<file path="src/rtl/sec_pkg.sv">
// shared types and constants for the sorted event cursor
// no dependencies; imported by every module of the block
`default_nettype none
package sec_pkg;

   // field widths fixed by the request and response formats
   localparam int TIME_W         = 16;
   localparam int LEN_W          = TIME_W + 1;
   localparam int INDEX_OUT_W    = 9;
   localparam int MAX_EVENTS_DEF = 256;
   localparam logic [TIME_W-1:0] LOOP_LEN_RESET = 16'd256;

   // request kinds
   typedef enum logic [1:0] {
      KIND_CLEAR  = 2'd0,
      KIND_APPEND = 2'd1,
      KIND_SEEK   = 2'd2,
      KIND_MOVE   = 2'd3
   } kind_type;

   typedef struct packed {
      kind_type                  kind;
      logic [TIME_W-1:0]         tick_time;
      logic signed [TIME_W-1:0]  step_amount;
   } req_type;

   typedef struct packed {
      logic [TIME_W-1:0]      cursor_time;
      logic [INDEX_OUT_W-1:0] event_index;
      logic                   wrapped;
      logic                   status;
   } rsp_type;

   // controls from the sequencer to the ring of timestamp cells
   typedef struct packed {
      logic              rot_fwd;
      logic              rot_bwd;
      logic              wr_en;
      logic [TIME_W-1:0] wr_data;
   } ring_ctl_type;

endpackage
`default_nettype wire

</file>
<file path="src/rtl/sec_cell.sv">
// one timestamp cell of the rotating ring
// depends on sec_pkg for the ring control struct
`default_nettype none
module sec_cell (
   input  wire                  clock,
   input  sec_pkg::ring_ctl_type ctl,
   input  wire                  wr_sel,
   input  wire  [15:0]          from_next,
   input  wire  [15:0]          from_prev,
   output logic [15:0]          value
);
   import sec_pkg::*;

   logic [TIME_W-1:0] value_ff, value_in;

   // write at the head cell, otherwise take the neighbor's entry on rotation
   always_comb begin
      value_in = value_ff;
      if (wr_sel && ctl.wr_en) begin
         value_in = ctl.wr_data;
      end else if (ctl.rot_fwd) begin
         value_in = from_next;
      end else if (ctl.rot_bwd) begin
         value_in = from_prev;
      end
   end

   always_ff @(posedge clock) begin
      value_ff <= value_in;
   end

   assign value = value_ff;

endmodule
`default_nettype wire

</file>
<file path="config.mk">
export PLATFORM = sky130hd
export DESIGN_NAME = sec_cell
export DESIGN_NICKNAME = d
export VERILOG_FILES = /design/src/rtl/sec_pkg.sv /design/src/rtl/sec_cell.sv
export SDC_FILE = /design/constraint.sdc
export NUM_CORES = 1
export LEC_CHECK = 0
export ABC_AREA = 1
export BUFFER_PORTS_ARGS = -buffer_cell sky130_fd_sc_hd__buf_2
export CAP_MARGIN = 20
export CORE_MARGIN = 2
export CORE_UTILIZATION = 41
export CTS_CLUSTER_SIZE = 10
export DETAILED_ROUTE_END_ITERATION = 8
export PLACE_DENSITY = 0.9
export SETUP_SLACK_MARGIN = 0.15
export SYNTH_ARGS = -nofsm -noshare
export SYNTH_HDL_FRONTEND = slang
export SYNTH_SLANG_ARGS = --single-unit
</file>
<file path="constraint.sdc">
create_clock -name clock -period 1.5 [get_ports clock]
set_input_delay 0.15 -clock clock [delete_from_list [all_inputs] [get_ports clock]]
set_output_delay 0.15 -clock clock [all_outputs]
set_load 0.005 [all_outputs]
</file>
Yosys cells after proc, flatten, opt, wreduce, memory -nomap -nowiden

Index checks and enable logic that the tools add are counted.

Output and inout port bits: 16
Register bits after elaboration: 16
Input bits: 53

Multiplexer cells: 3
Reduce and logical (&&, ||, !) cells: 2

Operators by type and width:

| operator          | number |
|---|---|
| $mux 16           | 3 |
| $reduce_bool 3->1 | 1 |
| $logic_and 1x1->1 | 1 |

Longest topological paths before layout

Depth in word-level cells: 3
Mapped depth: 6
Depth with buffers taken out: 4

Worst setup path before layout

OpenSTA, ideal clock, no wires.

Path type: input -> register
From: input ctl[18] (netlist bit)
To: register value_ff[0] (netlist: value[0]), enable pin
Buffers on the path: 2
Slack: 0.314 ns
Arrival: 0.814 ns
Stages on the path: 4
Path through: buf_6 buf_4 nor2_1 nand2_1

Cells in the longest elaborated chain, start to end: 1

Ends and longest elaborated chain:

| what                        | line           | text |
|---|---|---|
| from (decl)                 | sec_cell.sv:6  | `input sec_pkg::ring_ctl_type ctl,` |
| $reduce_bool 3->1 (no line) | --             |  |
| to (signal assigned)        | sec_cell.sv:29 | `value_ff <= value_in;` |
| to (decl)                   | sec_cell.sv:14 | `logic [TIME_W-1:0] value_ff, value_in;` |

No other way between the ends.
A chain may end at the register's enable or synchronous reset.

Final worst setup path

From: register value_ff[14] (netlist: value[14])
To: output value[14]

RTL lines:

| what      | line           | text |
|---|---|---|
| to (decl) | sec_cell.sv:10 | `output logic [15:0] value` |

No word-level cell between the ends.

==> metrics.csv <==
stage,metric,value,unit
outcome,status,finished clean,
global_route,grt_max_degree,19,
finish,fin_area,1361,sq um
yosys,ys_seq_area_frac,0.4800,
job,cap_violations,0,
die,start_util,0.4440,
route,post-route-drc-count,0,
sta,finalCritPeriodShare,0.6485,
global_route,grt-ovfl-total,0,
die,io_pins,69,
die,die_w,53.41,microns
route,met1_length,965,microns
finish,largest_reg_flops,16,
yosys,synth-seq-cells,16,
place,io_buffers,68,
place,finalWeightedCongestion,0.8447,
route,wl,2505,microns
power_and_ir_drop,p_leak,0.8429,nW
yosys,avgSynthCellArea,7.253,sq um
route,num_vias,1042,
yosys,yosys_warnings,0,
finish,area_delta_synth_final,36.00,%
cts,cts_tree,yes,
die,core.rowCount,17,
cts,cts_hold_buf,0,
finish,layout.nets,260,
setup_path,critPathMaxStageDelay,400,ps
setup_path,critPathRequiredTime,1350,ps
route,wl_met2,1373,microns
global_route,antenna_found_initial,0,
cts,cts_root_buf,clkbuf_4,
global_route,grt_pass1_wl,4022,microns
worst_hold_path,hp-class,in2reg,
finish,antenna_cells,0,
global_route,grt.total_usage,0.1982,
die,core,2255,sq um
yosys,netlist_area,1001,sq um
yosys,synth_top_area_cell,edfxtp_1,
setup_path,cp-end-kind,primary output,
yosys,synth.top_cells.by_area,"edfxtp_1 (48%), nand2_1 (24%), inv_1 (12%)",
yosys,synth_cell_type_count,9,
finish,multi_input_area,339.1,sq um
sta,relSlewSlack,0.7742,
yosys,ys.flop_type,edfxtp_1,
route,drt_pre_antenna_iters,4,
cts,clockBufferDepth,2,
route,route.met3.wl,107,microns
setup_path,crit_buf_inv,1,
sta,hold_violations,0,
sta,rsz0062_at_grt,false,
setup_path,worstSetupPathType,reg2out,
yosys,synth_top_area_share,0.4800,
place,dpl_cell_area,1335,sq um
worst_hold_path,hold_end,value[2]$_DFFE_PP_,
setup_path,crit_path_cell_trace,buf_2,
cts,cts_resized,0,
setup_path,cp_top_family,flip-flops,
yosys,synth_edf_count,16,
route,ant_nets,0,
yosys,synth.most_common_cell,nand2_1,
worst_hold_path,hold_depth,3,
cts,htree_levels,1,
setup_path,crit_arrival,820,ps
cts,path_clk_slew,100,ps
worst_hold_path,min-delay-start,ctl[2],
power_and_ir_drop,powerDensity,774.0,nW/um^2
yosys,syn-num-nets,191,
sta,setup_violations,0,
sta,tightest_slew,337.6,ps
sta,tns,0,ps
cts,postCtsSetupRepairBufs,0,
sta,drv_slew,0,
setup_path,crit_slowest_cell,edfxtp_1,
route,vias_per_cell,4.453,
sta,max_freq,1028,MHz
setup_path,cp_max_fo,1,
place,dp_hpwl,2051,microns
die,die_height,53.41,microns
yosys,async_flop_share,0,
finish,register_area,480.5,sq um
finish,n_fill_cell,221,
cts,cts_buffers,3,
route,highest_layer,met4,
power_and_ir_drop,p_total,1.054,mW
die,die_area,2853,sq um
cts,clock_sinks,16,
sta,fin_crit,972.8,ps
route,wl_per_cell,10.71,microns
yosys,synthCells,138,
route,drt_iter0_drc,18,
global_route,grt_pass1_vias,986,
setup_path,startpoint_type,flip-flop,
yosys,synthTopCellsByCount,"nand2_1 (63), inv_1 (32), edfxtp_1 (16), nand3_1 (16)",
power_and_ir_drop,vdd_drop_max,0.4855,mV
finish,drive_gt1_frac,0.3738,
==> metal layers <==
metal,vias to the layer above,global-route usage
met5,-,0
met4,0,0.09829
met3,6,0.02260
met2,37,0.3642
met1,454,0.2216
li1,545,-
==> cell usage in the layout, fill, tap and decap left out <==
cell and count:
clkbuf_4 3, inv_4 2, buf_2 68, nand3_1 16
clkinv_1 1, nand2_2 3, inv_1 32, nor2_1 1
buf_4 1, nand2_1 63, edfxtp_1 16
==> logic make-up after synthesis <==
kind of cell           synth area share
and+or+nand+nor                  0.3388
buffers and inverters            0.1812
DFF                              0.4800
==> worst max path at each step <==
stage | startpoint | endpoint | depth (start not counted)
after floorplan | ctl[18] | value[0]$_DFFE_PP_ | 4
after global placement | ctl[18] | value[9]$_DFFE_PP_ | 4
after detailed placement | ctl[18] | value[9]$_DFFE_PP_ | 4
after CTS | value[11]$_DFFE_PP_ | value[11] | 1
after global routing | value[14]$_DFFE_PP_ | value[14] | 1
final | value[14]$_DFFE_PP_ | value[14] | 1
==> metrics by stage <==
step,std cells,util,hold slack [ps],worst slack [ps]
finish,234,0.6038,132.4,527.2
global route,234,0.6038,148.1,499.4
detailed placement,230,0.5921,426.3,342.6
floorplan,138,-,335.9,314.2
CTS,234,0.6038,129.8,525.9
global placement,230,0.5921,426.1,365.7
==> area by class of cell <==
cell class,count,area share
clock buffer,3,0.01654
clock inverter,1,0.002757
inverter,34,0.09743
multi-input combinational,83,0.2491
sequential,16,0.3529
tap,28,0.02574
timing repair buffer,69,0.2555
==> where the power goes <==
group          internal (mW)  switching [mW]
logic                  0.123           0.132
registers              0.561          0.0141
clock network         0.0963           0.127
Note: power is estimated with default switching activity, not from simulation.
