**config.mk**
```make
export PLATFORM = sky130hd
export DESIGN_NAME = sec_mod
export DESIGN_NICKNAME = d
export VERILOG_FILES = /design/src/rtl/sec_pkg.sv /design/src/rtl/sec_mod.sv
export SDC_FILE = /design/constraint.sdc
export NUM_CORES = 1
export LEC_CHECK = 0
export ABC_AREA = 1
export ABC_CLOCK_PERIOD_IN_PS = 4030
export BUFFER_PORTS_ARGS = -buffer_cell sky130_fd_sc_hd__buf_2
export CAP_MARGIN = 20
export CORE_ASPECT_RATIO = 2
export CORE_UTILIZATION = 27
export DETAILED_ROUTE_END_ITERATION = 6
export SLEW_MARGIN = 20
export SYNTH_ARGS = -nofsm -noshare
export SYNTH_HDL_FRONTEND = slang
export SYNTH_SLANG_ARGS = --single-unit
```
**constraint.sdc**
```tcl
create_clock -name clock -period 4.03 [get_ports clock]
set_input_delay 0.6045 -clock clock [delete_from_list [all_inputs] [get_ports clock]]
set_output_delay 0.6045 -clock clock [all_outputs]
set_load 0.02 [all_outputs]
```
**src/rtl/sec_pkg.sv**
```systemverilog
// shared types and constants for the sorted event cursor
// no dependencies; imported by every module of the block
`default_nettype none
package sec_pkg;

   // field widths fixed by the request and response formats
   localparam int TIME_W         = 16;
   localparam int LEN_W          = TIME_W + 1;
   localparam int INDEX_OUT_W    = 9;
   localparam int MAX_EVENTS_DEF = 256;
   localparam logic [TIME_W-1:0] LOOP_LEN_RESET = 16'd256;

   // request kinds
   typedef enum logic [1:0] {
      KIND_CLEAR  = 2'd0,
      KIND_APPEND = 2'd1,
      KIND_SEEK   = 2'd2,
      KIND_MOVE   = 2'd3
   } kind_type;

   typedef struct packed {
      kind_type                  kind;
      logic [TIME_W-1:0]         tick_time;
      logic signed [TIME_W-1:0]  step_amount;
   } req_type;

   typedef struct packed {
      logic [TIME_W-1:0]      cursor_time;
      logic [INDEX_OUT_W-1:0] event_index;
      logic                   wrapped;
      logic                   status;
   } rsp_type;

   // controls from the sequencer to the ring of timestamp cells
   typedef struct packed {
      logic              rot_fwd;
      logic              rot_bwd;
      logic              wr_en;
      logic [TIME_W-1:0] wr_data;
   } ring_ctl_type;

endpackage
`default_nettype wire

```
**src/rtl/sec_mod.sv**
```systemverilog
// bit-serial remainder unit, one dividend bit per cycle
// depends on sec_pkg for widths
`default_nettype none
module sec_mod (
   input  wire         clock,
   input  wire         reset,
   input  wire         start,
   input  wire  [16:0] dividend,
   input  wire  [16:0] divisor,
   output logic        done,
   output logic [16:0] remainder
);
   import sec_pkg::*;

   localparam int CNT_W = $clog2(LEN_W + 1);

   logic              run_ff, run_in;
   logic              done_ff, done_in;
   logic [CNT_W-1:0]  cnt_ff, cnt_in;
   logic [LEN_W-1:0]  dvd_ff, dvd_in;
   logic [LEN_W-1:0]  rem_ff, rem_in;
   logic [LEN_W:0]    trial;
   logic [LEN_W:0]    diff;

   // restoring step: shift in next bit, subtract when it fits
   assign trial = {rem_ff, dvd_ff[LEN_W-1]};
   assign diff  = trial - {1'b0, divisor};

   always_comb begin
      run_in  = run_ff;
      done_in = 1'b0;
      cnt_in  = cnt_ff;
      dvd_in  = dvd_ff;
      rem_in  = rem_ff;
      if (start) begin
         run_in = 1'b1;
         cnt_in = CNT_W'(LEN_W);
         dvd_in = dividend;
         rem_in = '0;
      end else if (run_ff) begin
         dvd_in = {dvd_ff[LEN_W-2:0], 1'b0};
         if (trial >= {1'b0, divisor}) begin
            rem_in = diff[LEN_W-1:0];
         end else begin
            rem_in = trial[LEN_W-1:0];
         end
         cnt_in = cnt_ff - CNT_W'(1);
         if (cnt_ff == CNT_W'(1)) begin
            run_in  = 1'b0;
            done_in = 1'b1;
         end
      end
   end

   always_ff @(posedge clock) begin
      if (reset) begin
         run_ff  <= 1'b0;
         done_ff <= 1'b0;
         cnt_ff  <= '0;
      end else begin
         run_ff  <= run_in;
         done_ff <= done_in;
         cnt_ff  <= cnt_in;
      end
      dvd_ff <= dvd_in;
      rem_ff <= rem_in;
   end

   assign done      = done_ff;
   assign remainder = rem_ff;

endmodule
`default_nettype wire

```
---- Word level (Yosys, flattened, before mapping) ----
Index checks and enable logic that the tools add are counted.
operators by class
  equality and inequality tests ........... 1
  mux-type cells .......................... 9
  add/sub/neg operators ................... 2
  bitwise operators ....................... 1
  reduce and logical (&&, ||, !) cells .... 3
  magnitude comparators ................... 1
operators by type and width
  kind                                                 count
  two-way mux 17 bit                                   3
  >= comparator 18 x 17 -> 1 bit                       1
  subtractor 17 bit                                    1
  two-way mux 5 bit                                    2
  equality test 5 x 1 -> 1 bit, second input constant  1
  subtractor 5 x 1 -> 5 bit, second input constant     1
  two-way mux 1 bit                                    4
  OR reduction 3 bit                                   1
  nonzero test 2 bit                                   1
  OR reduction 2 bit                                   1
  inverter 1 bit                                       1
storage, ports and cells
  output and inout bits ................... 18
  flip-flop bits (word level) ............. 41
  input bits .............................. 37
  word-level logic and storage cells ...... 23

---- Longest topological paths before layout ----
Gate-level depths: netlist of run 1.
  depth after elaboration ................. 4
  gate-level depth with buffers ........... 14

---- Worst setup path after synthesis of run 1 ----
No wires, ideal clock.
  path kind ............................... input to register
  start ................................... in divisor[0]
  end ..................................... reg rem_ff[0] (netlist: remainder[0])
  data required time ...................... 3.902 ns
  cell stages on the path ................. 10
  buffers on the path ..................... 1
  setup time .............................. 0.128 ns
  arrival ................................. 1.961 ns
  slack ................................... 1.941 ns
  cell sequence ........................... ha_1 inv_1 fa_1 nand3_1 nand3_2 nand2_4 buf_2 nand3_1 nand3_2 o21ai_2
on the way
  cells in the longest elaborated chain, start to end .. 2
  elaborated cells on any way between the ends .. 3
  those cells by class .................... add/sub: 1; order compare: 1; mux: 1
RTL lines
  what                                                                 line                          text
  start: declaration                                                   sec_mod.sv:9                  input wire [16:0] divisor,
  subtractor 17 bit or >= comparator 18 x 17 -> 1 bit (tied branches)  sec_mod.sv:27, sec_mod.sv:42
  two-way mux 17 bit (*)                                               sec_mod.sv:42                 if (trial >= {1'b0, divisor}) begin
  end signal: assignment                                               sec_mod.sv:66                 rem_ff <= rem_in;
  end: declaration                                                     sec_mod.sv:21                 logic [LEN_W-1:0] rem_ff, rem_in;
Every way passes the cells marked *; elsewhere a longest branch is shown, timed or not.
A chain may end at the register's enable or synchronous reset.

---- Final worst setup path of run 1 ----
  start ................................... in divisor[15]
  end ..................................... reg rem_ff[7] (netlist: remainder[7])
on the way
  cells in the longest elaborated chain, start to end .. 2
RTL lines
  what                            line
  >= comparator 18 x 17 -> 1 bit  sec_mod.sv:42
  two-way mux 17 bit              sec_mod.sv:42
Every way passes these cells.

==> impl_metrics.tcl, run 1 <==
set metrics [dict create \
    rsz0062_at_grt "no" \
    yosys.area.top_type "nand2_1" \
    wl_per_cell_um 12.8 \
    gp_congestion 0.864 \
    die-height_um 154 \
    cpPeakStageDelay_ns 0.42 \
    startpoint_type "input port" \
    r2r_start "remainder[14]" \
    cp-end-kind "flop" \
    cts_root_buf "clkbuf_16" \
    avgSynthCellArea_um2 6.73 \
    p_comb_frac 0.139 \
    diodes 0 \
    path_cells "buf_2 -> inv_1 -> ha_1 -> a21oi_1 -> nor2_1 -> nor2_1 -> nand2_1 -> nor2_4 -> nand2_4 -> nand2_1 -> nand3_1 -> o21ai_0" \
    synth_top_family_by_area "simple AND/OR/NAND/NOR gates" \
    min_path_cells 2 \
    synth_area_leaders "nand2_1 20%, edfxtp_1 16%, dfxtp_1 15%" \
    path_buf_inv 2 \
    crit_arrival_ns 2.60 \
    drt_iter0_drc 172 \
    synth-adder-area-share 0.0829 \
    p_clk_frac 0.427 \
    r2r_slack_ns 1.70 \
    synthMuxAreaShare 0 \
    grt_max_degree 27 \
    hold_violations 0 \
    required_ns 4.20 \
    p_sw_uw 263 \
    crit_family "simple AND/OR/NAND/NOR gates" \
    ys_seq_elements 41 \
    synthCells 462 \
    antenna_found_initial 0 \
    whs_endpoint "cnt_ff[4]" \
    drv_cap 0 \
    dieArea_um2 12000 \
    synthSimpleGateAreaFrac 0.412 \
    ctsResizeCount 0 \
    final_max_slew_viol_count 0 \
    dp_hpwl_um 6890 \
    synth.distinct_cells 36 \
    ant_nets 0 \
    status "completed" \
    fmax_mhz 411 \
    first_pass_iters 4 \
    final_cell_mix "169 x nand2_1, 82 x inv_1, 54 x buf_2, 38 x nand3_1, 24 x dfxtp_1" \
    hp-class "flop to flop" \
    routed_wl_um 8420 \
    io_buffers 54 \
    synth_xor_area_frac 0.0225 \
    dominantRegCellSynth "dfxtp_1" \
    core_area_um2 11300 \
    seqPwrFrac 0.434 \
    synthArstFlopShare 0 \
    final_common_cell "nand2_1" \
    grt_pass1_wl_um 14100 \
    cts_hold_buf 0 \
    h-tree-depth 2 \
    switching_share 0.242 \
    ys_seq_area_frac 0.319 \
    clk_latency_ns 0.28 \
    crit_fanout 19 \
    critPathKind "input port to flop" \
    startpoint "divisor[15]" \
    final_nets 574 \
    skew_ns 0.00433 \
    synth-edff-count 17 \
    viasPerCell 4.57 \
    num_rows 55 \
    path_clk_slew_ns 0.06 \
    cts_tree "done" \
    yosys_warnings 0 \
    setup_viol 0 \
    vias 3018 \
    worstMarginPinSlew_ns 0.835 \
    synthToLayoutAreaGrowth_pct 18.5 \
    drc 0 \
    start_util 0.275 \
    reg2reg_depth 10 \
    ir_drop_mv 0.269 \
    ios 55 \
    critical_path.slowest_cell "nor2_4" \
    yosysTopAreaCellShare 0.204 \
    worstHoldStart "cnt_ff[4]" \
    power_density_nw_per_um2 296 \
    setup_tns_ns 0 \
    internal_power_uw 826 \
    power_leakage_nw 2.07 \
    period_needed_ns 2.43 \
    clock_path_buffers 2 \
    cts_inserted_buffers 5 \
    relSlewSlack 0.440 \
    fin_util 0.326 \
    layout-drive-gt1-share 0.180 \
    dp_cells 652 \
    gr-total-overflow 0 \
    syn_nets 519 \
    grt_use_total 0.149 \
    cts_sinks 41 \
    r2r-end "remainder[7]" \
    final_cells 660 \
    synth_area_um2 3110 \
    postCtsSetupRepairBufs 0 \
    first_global_vias 3152 \
    die_width_um 77.9 \
    final.period_utilization 0.603 \
    synth_compound_area_frac 0.0431 \
]
==> metrics by stage <==
stage	hold slack [ns]	power [mW]	worst slack (ns)	area [um2]
after CTS	0.477	1.10	1.62	3680
final	0.472	1.09	1.60	3680
after detailed placement	0.468	0.633	1.33	3510
after global routing	0.514	1.14	1.40	3680
after global placement	0.457	0.629	1.39	3510
after floorplan	0.442	0.580	1.94	3110
==> kinds of logic after synthesis <==
| logic type | after synthesis |
|---|---|
| flops | 41 |
| buf+inv | 93 |
| compound gates | 24 |
| xor+xnor | 8 |
| simple gates | 276 |
| fa+ha+maj | 20 |
==> power groups by stage <==
stage | clock (mW) | combinational (mW) | sequential (mW)
floorplan | 0 | 0.102 | 0.479
global route | 0.492 | 0.173 | 0.475
detailed placement | 0 | 0.152 | 0.481
CTS | 0.475 | 0.153 | 0.472
finish | 0.465 | 0.151 | 0.472
global placement | 0 | 0.150 | 0.480
==> worst register-to-register path: stages (launching register included) <==
cell     delay [ns]
dfxtp_1        0.34
ha_1           0.34
a21oi_1        0.24
nor2_1         0.07
nor2_1         0.16
nand2_1        0.12
nor2_4         0.42
nand2_4        0.26
nand2_1        0.12
nand3_1        0.07
o21ai_0        0.09
==> worst max path at each step <==
stage | slack, ns | to | depth (start not counted)
4_1_cts | 1.62 | remainder[7] | 12
2_1_floorplan | 1.94 | remainder[0] | 10
5_1_grt | 1.40 | remainder[4] | 12
6_report | 1.60 | remainder[7] | 12
3_3_place_gp | 1.39 | remainder[7] | 12
3_5_place_dp | 1.33 | remainder[3] | 12
==> state kept, by name (all words and copies together), names as in the netlist <==
name / count
dvd_ff: 17
remainder: 17
cnt_ff: 5
done: 1
run_ff: 1
==> layout make-up <==
cell class,instances,area (um2)
Timing Repair Buffer,55,278
Inverter,86,323
Clock inverter,1,30.0
Multi-Input combinational cell,328,1740
Fill cell,1256,7600
Tap cell,142,178
Clock buffer,7,143
Sequential cell,41,991
==> routing by layer <==
metal / GRT usage / wire (um) / share of wire / vias up
met3: 0.0220 / 275 / 0.033 / 36
met2: 0.282 / 4570 / 0.54 / 75
li1: - / - / - / 1549
met4: 0.117 / 622 / 0.074 / 0
met5: 0 / 0 / 0 / -
met1: 0.137 / 2950 / 0.35 / 1358
==> cell usage after synthesis, types with 7 or more instances <==
cell type	n
nand2_1	169
inv_1	82
nand3_1	38
dfxtp_1	24
nor2_1	23
ha_1	19
edfxtp_1	17
nand3_2	12
a21oi_1	10
o21ai_0	9
nand3b_1	8
nand2_2	7
No activity file was read; power rests on OpenSTA's default activity.
==> inputs of run 2 (changes only) <==
--- a/config.mk
+++ b/config.mk
@@ -6,7 +6,7 @@
 export NUM_CORES = 1
 export LEC_CHECK = 0
 export ABC_AREA = 1
-export ABC_CLOCK_PERIOD_IN_PS = 4030
+export ABC_CLOCK_PERIOD_IN_PS = 2070
 export BUFFER_PORTS_ARGS = -buffer_cell sky130_fd_sc_hd__buf_2
 export CAP_MARGIN = 20
 export CORE_ASPECT_RATIO = 2
==> constraint.sdc (replaced) <==
create_clock -name clock -period 2.07 [get_ports clock]
set_input_delay 0.3105 -clock clock [delete_from_list [all_inputs] [get_ports clock]]
set_output_delay 0.3105 -clock clock [all_outputs]
set_load 0.02 [all_outputs]
==> run 2 against run 1 <==
  * Total power is 98% higher
  * Core utilization rose by 1.5 points
  * Routed wire length rose by 1.9%
  * Combinational power grew 110%
  * Design area increased by 4.5%
  * Global-route usage rose by 0.56 points
  * Non-clock buffer count increased by 19
==> impl_metrics.tcl, run 2 (synthesis gave the netlist of run 1 again) <==
set metrics [dict create \
    die_width_um 77.9 \
    power_leakage_nw 2.16 \
    hold_violations 0 \
    final_cell_mix "168 x nand2_1, 82 x inv_1, 54 x buf_2, 37 x nand3_1, 24 x dfxtp_1" \
    grt_use_total 0.155 \
    antenna_found_initial 0 \
    die-height_um 154 \
    gr-total-overflow 0 \
    crit_family "compound AO/OA/AOI/OAI gates" \
    gp_congestion 0.881 \
    routed_wl_um 8580 \
    start_util 0.275 \
    rsz0062_at_grt "yes" \
    period_needed_ns 2.03 \
    skew_ns 0.0103 \
    required_ns 2.26 \
    grt_max_degree 26 \
    startpoint_type "flop" \
    critical_path.slowest_cell "dfxtp_1" \
    synthToLayoutAreaGrowth_pct 23.8 \
    final_common_cell "nand2_1" \
    final.period_utilization 0.982 \
    path_buf_inv 1 \
    ios 55 \
    grt_pass1_wl_um 14400 \
    worstMarginPinSlew_ns 0.484 \
    multi_input_comb_area_um2 1760 \
    cts_root_buf "clkbuf_16" \
    path_cells "ha_1 -> buf_4 -> a21oi_1 -> nand2_1 -> a21oi_1 -> nand2_1 -> nand2_1 -> nand3_2 -> nand3_1 -> nand2_1" \
    crit_fanout 4 \
    cp-end-kind "flop" \
    drc 0 \
    cts_inserted_buffers 5 \
    viasPerCell 4.52 \
    path_clk_slew_ns 0.06 \
    setup_viol 0 \
    regArea_um2 991 \
    ant_nets 0 \
    crit_arrival_ns 2.22 \
    drv_cap 0 \
    clock_path_buffers 2 \
    io_buffers 54 \
    core_area_um2 11300 \
    status "completed" \
    h-tree-depth 2 \
    wl_per_cell_um 12.6 \
    first_pass_iters 4 \
    num_rows 55 \
    clk_latency_ns 0.29 \
    p_total_mw 2.15 \
    setup_tns_ns 0 \
    first_global_vias 3216 \
    power_density_nw_per_um2 560 \
    layout-drive-gt1-share 0.218 \
    dieArea_um2 12000 \
    cts_sinks 41 \
    holdWs_ns 0.184 \
    cts_tree "done" \
    cts_hold_buf 0 \
    final_max_slew_viol_count 0 \
    postCtsSetupRepairBufs 0 \
    diodes 0 \
    final_nets 593 \
    cpMostUsedCell "nand2_1" \
    relSlewSlack 0.675 \
    vias 3072 \
    dp_hpwl_um 6960 \
    num-fill-cells 1283 \
    ir_drop_mv 0.458 \
    hp-class "input port to flop" \
    cpPeakStageDelay_ns 0.38 \
    critPathKind "flop to flop" \
    fmax_mhz 492 \
    drt_iter0_drc 107 \
]
[run 2: through the flow]
step | instance area (um2) | std cells | util | setup slack (ns)
finish | 3850 | 679 | 0.341 | 0.0371
floorplan | 3110 | 462 | - | 0.173
global placement | 3650 | 671 | 0.324 | -0.0312
global route | 3850 | 679 | 0.341 | -0.0120
detailed placement | 3650 | 671 | 0.324 | -0.0369
CTS | 3820 | 679 | 0.339 | 0.0158
[run 2: layout make-up]
cell class / count / area share
multi-input cells: 328 / 0.458
flip-flops and latches: 41 / 0.257
repair buffers: 74 / 0.110
inverters: 86 / 0.0839
well taps: 142 / 0.0462
clock buffers: 5 / 0.0325
clock inverters: 3 / 0.0114
[run 2: metal layers]
layer / wire length [um] / track usage / up-vias
li1: - / - / 1592
met5: 0 / 0 / -
met3: 214 / 0.0190 / 25
met2: 4700 / 0.303 / 60
met1: 3170 / 0.142 / 1395
met4: 503 / 0.108 / 0
[run 2: power by group]
| group | switching (mW) | internal, mW | leakage, nW |
|---|---|---|---|
| Sequential | 0.0195 | 0.897 | 0.369 |
| Combinational | 0.192 | 0.125 | 1.71 |
| Clock | 0.348 | 0.572 | 0.0842 |
[run 2: path summary, 6_finish.rpt]
check	start	end	slack [ns]	cells past startpoint
worst max-delay path	remainder[13]	remainder[15]	0.04	10
worst min-delay path	reset	cnt_ff[4]	0.18	2
worst max register to register	remainder[13]	remainder[15]	0.04	10
worst min register to register	cnt_ff[4]	cnt_ff[4]	0.47	2
[run 2: what timing repair did]
| action | CTS | global route |
|---|---|---|
| setup endpoints to repair | 0 | 17 |
| resized for setup | 0 | 7 |
| hold endpoints to repair | 0 | 0 |
==> inputs of run 3 (changes only) <==
--- a/config.mk
+++ b/config.mk
@@ -10,8 +10,9 @@
 export BUFFER_PORTS_ARGS = -buffer_cell sky130_fd_sc_hd__buf_2
 export CAP_MARGIN = 20
 export CORE_ASPECT_RATIO = 2
-export CORE_UTILIZATION = 27
+export CORE_UTILIZATION = 50
 export DETAILED_ROUTE_END_ITERATION = 6
+export PLACE_DENSITY = 0.75
 export SLEW_MARGIN = 20
 export SYNTH_ARGS = -nofsm -noshare
 export SYNTH_HDL_FRONTEND = slang
==> run 3 against run 2 <==
  * The flow now finishes with violations (design-rule violations)
  * Global-route usage increased by 11 points
  * Combinational power hardly changed
  * First-iteration DRC count up 8.4%
  * Die area fell by 45%
  * Clock skew down 0.0042 ns
  * Count of clock-buffer cells in the layout grew 1
  * Register-to-register slack better by 0.07 ns
  * Worst setup slack improved by 0.066 ns
==> impl_metrics.tcl, run 3 (synthesis gave the netlist of run 1 again) <==
set metrics [dict create \
    grt_max_degree 22 \
    drv_cap 0 \
    num_rows 40 \
    holdWs_ns 0.186 \
    r2r-end "remainder[0]" \
    layout-drive-gt1-share 0.218 \
    gp_congestion 0.955 \
    reg2reg_depth 11 \
    num-fill-cells 587 \
    dieArea_um2 6550 \
    failed_checks "design-rule violations" \
    diodes 0 \
    startpoint_type "flop" \
    cts_sinks 41 \
    viasPerCell 5.19 \
    worstMarginPinSlew_ns 0.356 \
    clock_path_buffers 2 \
    io_buffers 54 \
    ir_drop_mv 0.775 \
    crit_arrival_ns 2.15 \
    worstHoldStart "reset" \
    path_clk_slew_ns 0.06 \
    core_area_um2 6010 \
    min_path_cells 2 \
    hp-class "input port to flop" \
    vias 3091 \
    relSlewSlack 0.763 \
    final_max_slew_viol_count 0 \
    gr-total-overflow 0 \
    first_pass_iters 6 \
    die_width_um 57.8 \
    final_common_cell "nand2_1" \
    final_nets 589 \
    hold_violations 0 \
    postCtsSetupRepairBufs 0 \
    routed_wl_um 8020 \
    power_leakage_nw 2.15 \
    cp-end-kind "flop" \
    ant_nets 0 \
    rsz0062_at_grt "yes" \
    required_ns 2.25 \
    final_cell_mix "166 x nand2_1, 82 x inv_1, 54 x buf_2, 36 x nand3_1, 24 x dfxtp_1" \
    antenna_found_initial 0 \
    critPathKind "flop to flop" \
    start_util 0.518 \
    place_ws_ns -0.00437 \
    p_total_mw 2.12 \
    r2r_slack_ns 0.10 \
    cts_hold_buf 0 \
    r2r_start "dvd_ff[16]" \
    first_global_vias 3143 \
    synthToLayoutAreaGrowth_pct 20.8 \
    power_density_nw_per_um2 565 \
    whs_endpoint "cnt_ff[4]" \
    setup_viol 0 \
    wl_per_cell_um 13.4 \
    drc 3 \
    dp_hpwl_um 6280 \
    clk_latency_ns 0.29 \
    ios 55 \
    cts_tree "done" \
    setup_ws_ns 0.103 \
    fmax_mhz 509 \
    grt_pass1_wl_um 13200 \
    h-tree-depth 2 \
    crit_fanout 10 \
    period_needed_ns 1.97 \
    grt_use_total 0.264 \
    skew_ns 0.00603 \
    drt_iter0_drc 116 \
    final.period_utilization 0.950 \
    cts_root_buf "clkbuf_16" \
    status "finished with violations" \
    die-height_um 114 \
    cts_inserted_buffers 5 \
]
run 3: area by class of cell:
cell class	instances	area, um2	share of cell area
multi-input combinational	328	1780	0.475
sequential	41	991	0.264
timing repair buffer	70	415	0.111
inverter	86	323	0.0860
clock buffer	6	129	0.0343
tap	63	78.8	0.0210
clock inverter	2	33.8	0.00900
run 3: worst max path at each step:
stage          startpoint       endpoint  slack, ns  cells past startpoint
4_1_cts        dvd_ff[16]   remainder[0]       0.05                     11
3_5_place_dp   divisor[7]   remainder[5]     -0.004                     12
2_1_floorplan  dvd_ff[16]   remainder[0]       0.17                     11
3_3_place_gp   divisor[7]   remainder[5]     -0.002                     12
5_1_grt        dvd_ff[16]  remainder[16]      -0.07                     14
6_report       dvd_ff[16]   remainder[0]       0.10                     11
run 3: routing by layer:
metal	global-route usage	vias up	wire, um	part of all wire
li1	-	1581	-	-
met1	0.246	1355	2820	0.35
met2	0.486	109	4260	0.53
met3	0.0442	46	310	0.039
met4	0.203	0	623	0.078
met5	0	-	0	0
run 3: worst max-delay path, stage by stage (launching register included):
cell	delay [ns]
edfxtp_1	0.35
inv_1	0.08
ha_1	0.15
inv_1	0.06
fa_2	0.36
nand3_1	0.15
nand3_2	0.12
nand2_4	0.14
buf_4	0.19
nand3_1	0.11
nand3_2	0.09
o21ai_2	0.05
run 3: timing repair:
item / CTS / global route
setup endpoints to repair: 0 / 17
endpoints found under the hold margin: 0 / 0
resized for setup: 0 / 10
run 3: report_power, final:
| group | total, mW | internal, mW | switching [mW] |
|---|---|---|---|
| sequential | 0.918 | 0.897 | 0.0206 |
| clock | 0.886 | 0.565 | 0.321 |
| combinational | 0.318 | 0.124 | 0.194 |
| total | 2.12 | 1.59 | 0.535 |
run 3: through the flow:
step / utilization / TNS, ns / instances / area, um2
floorplan: - / 0 / 462 / 3110
global placement: 0.591 / -0.00220 / 588 / 3550
global route: 0.625 / -0.122 / 596 / 3750
finish: 0.625 / 0 / 596 / 3750
CTS: 0.618 / 0 / 596 / 3710
detailed placement: 0.591 / -0.00437 / 588 / 3550
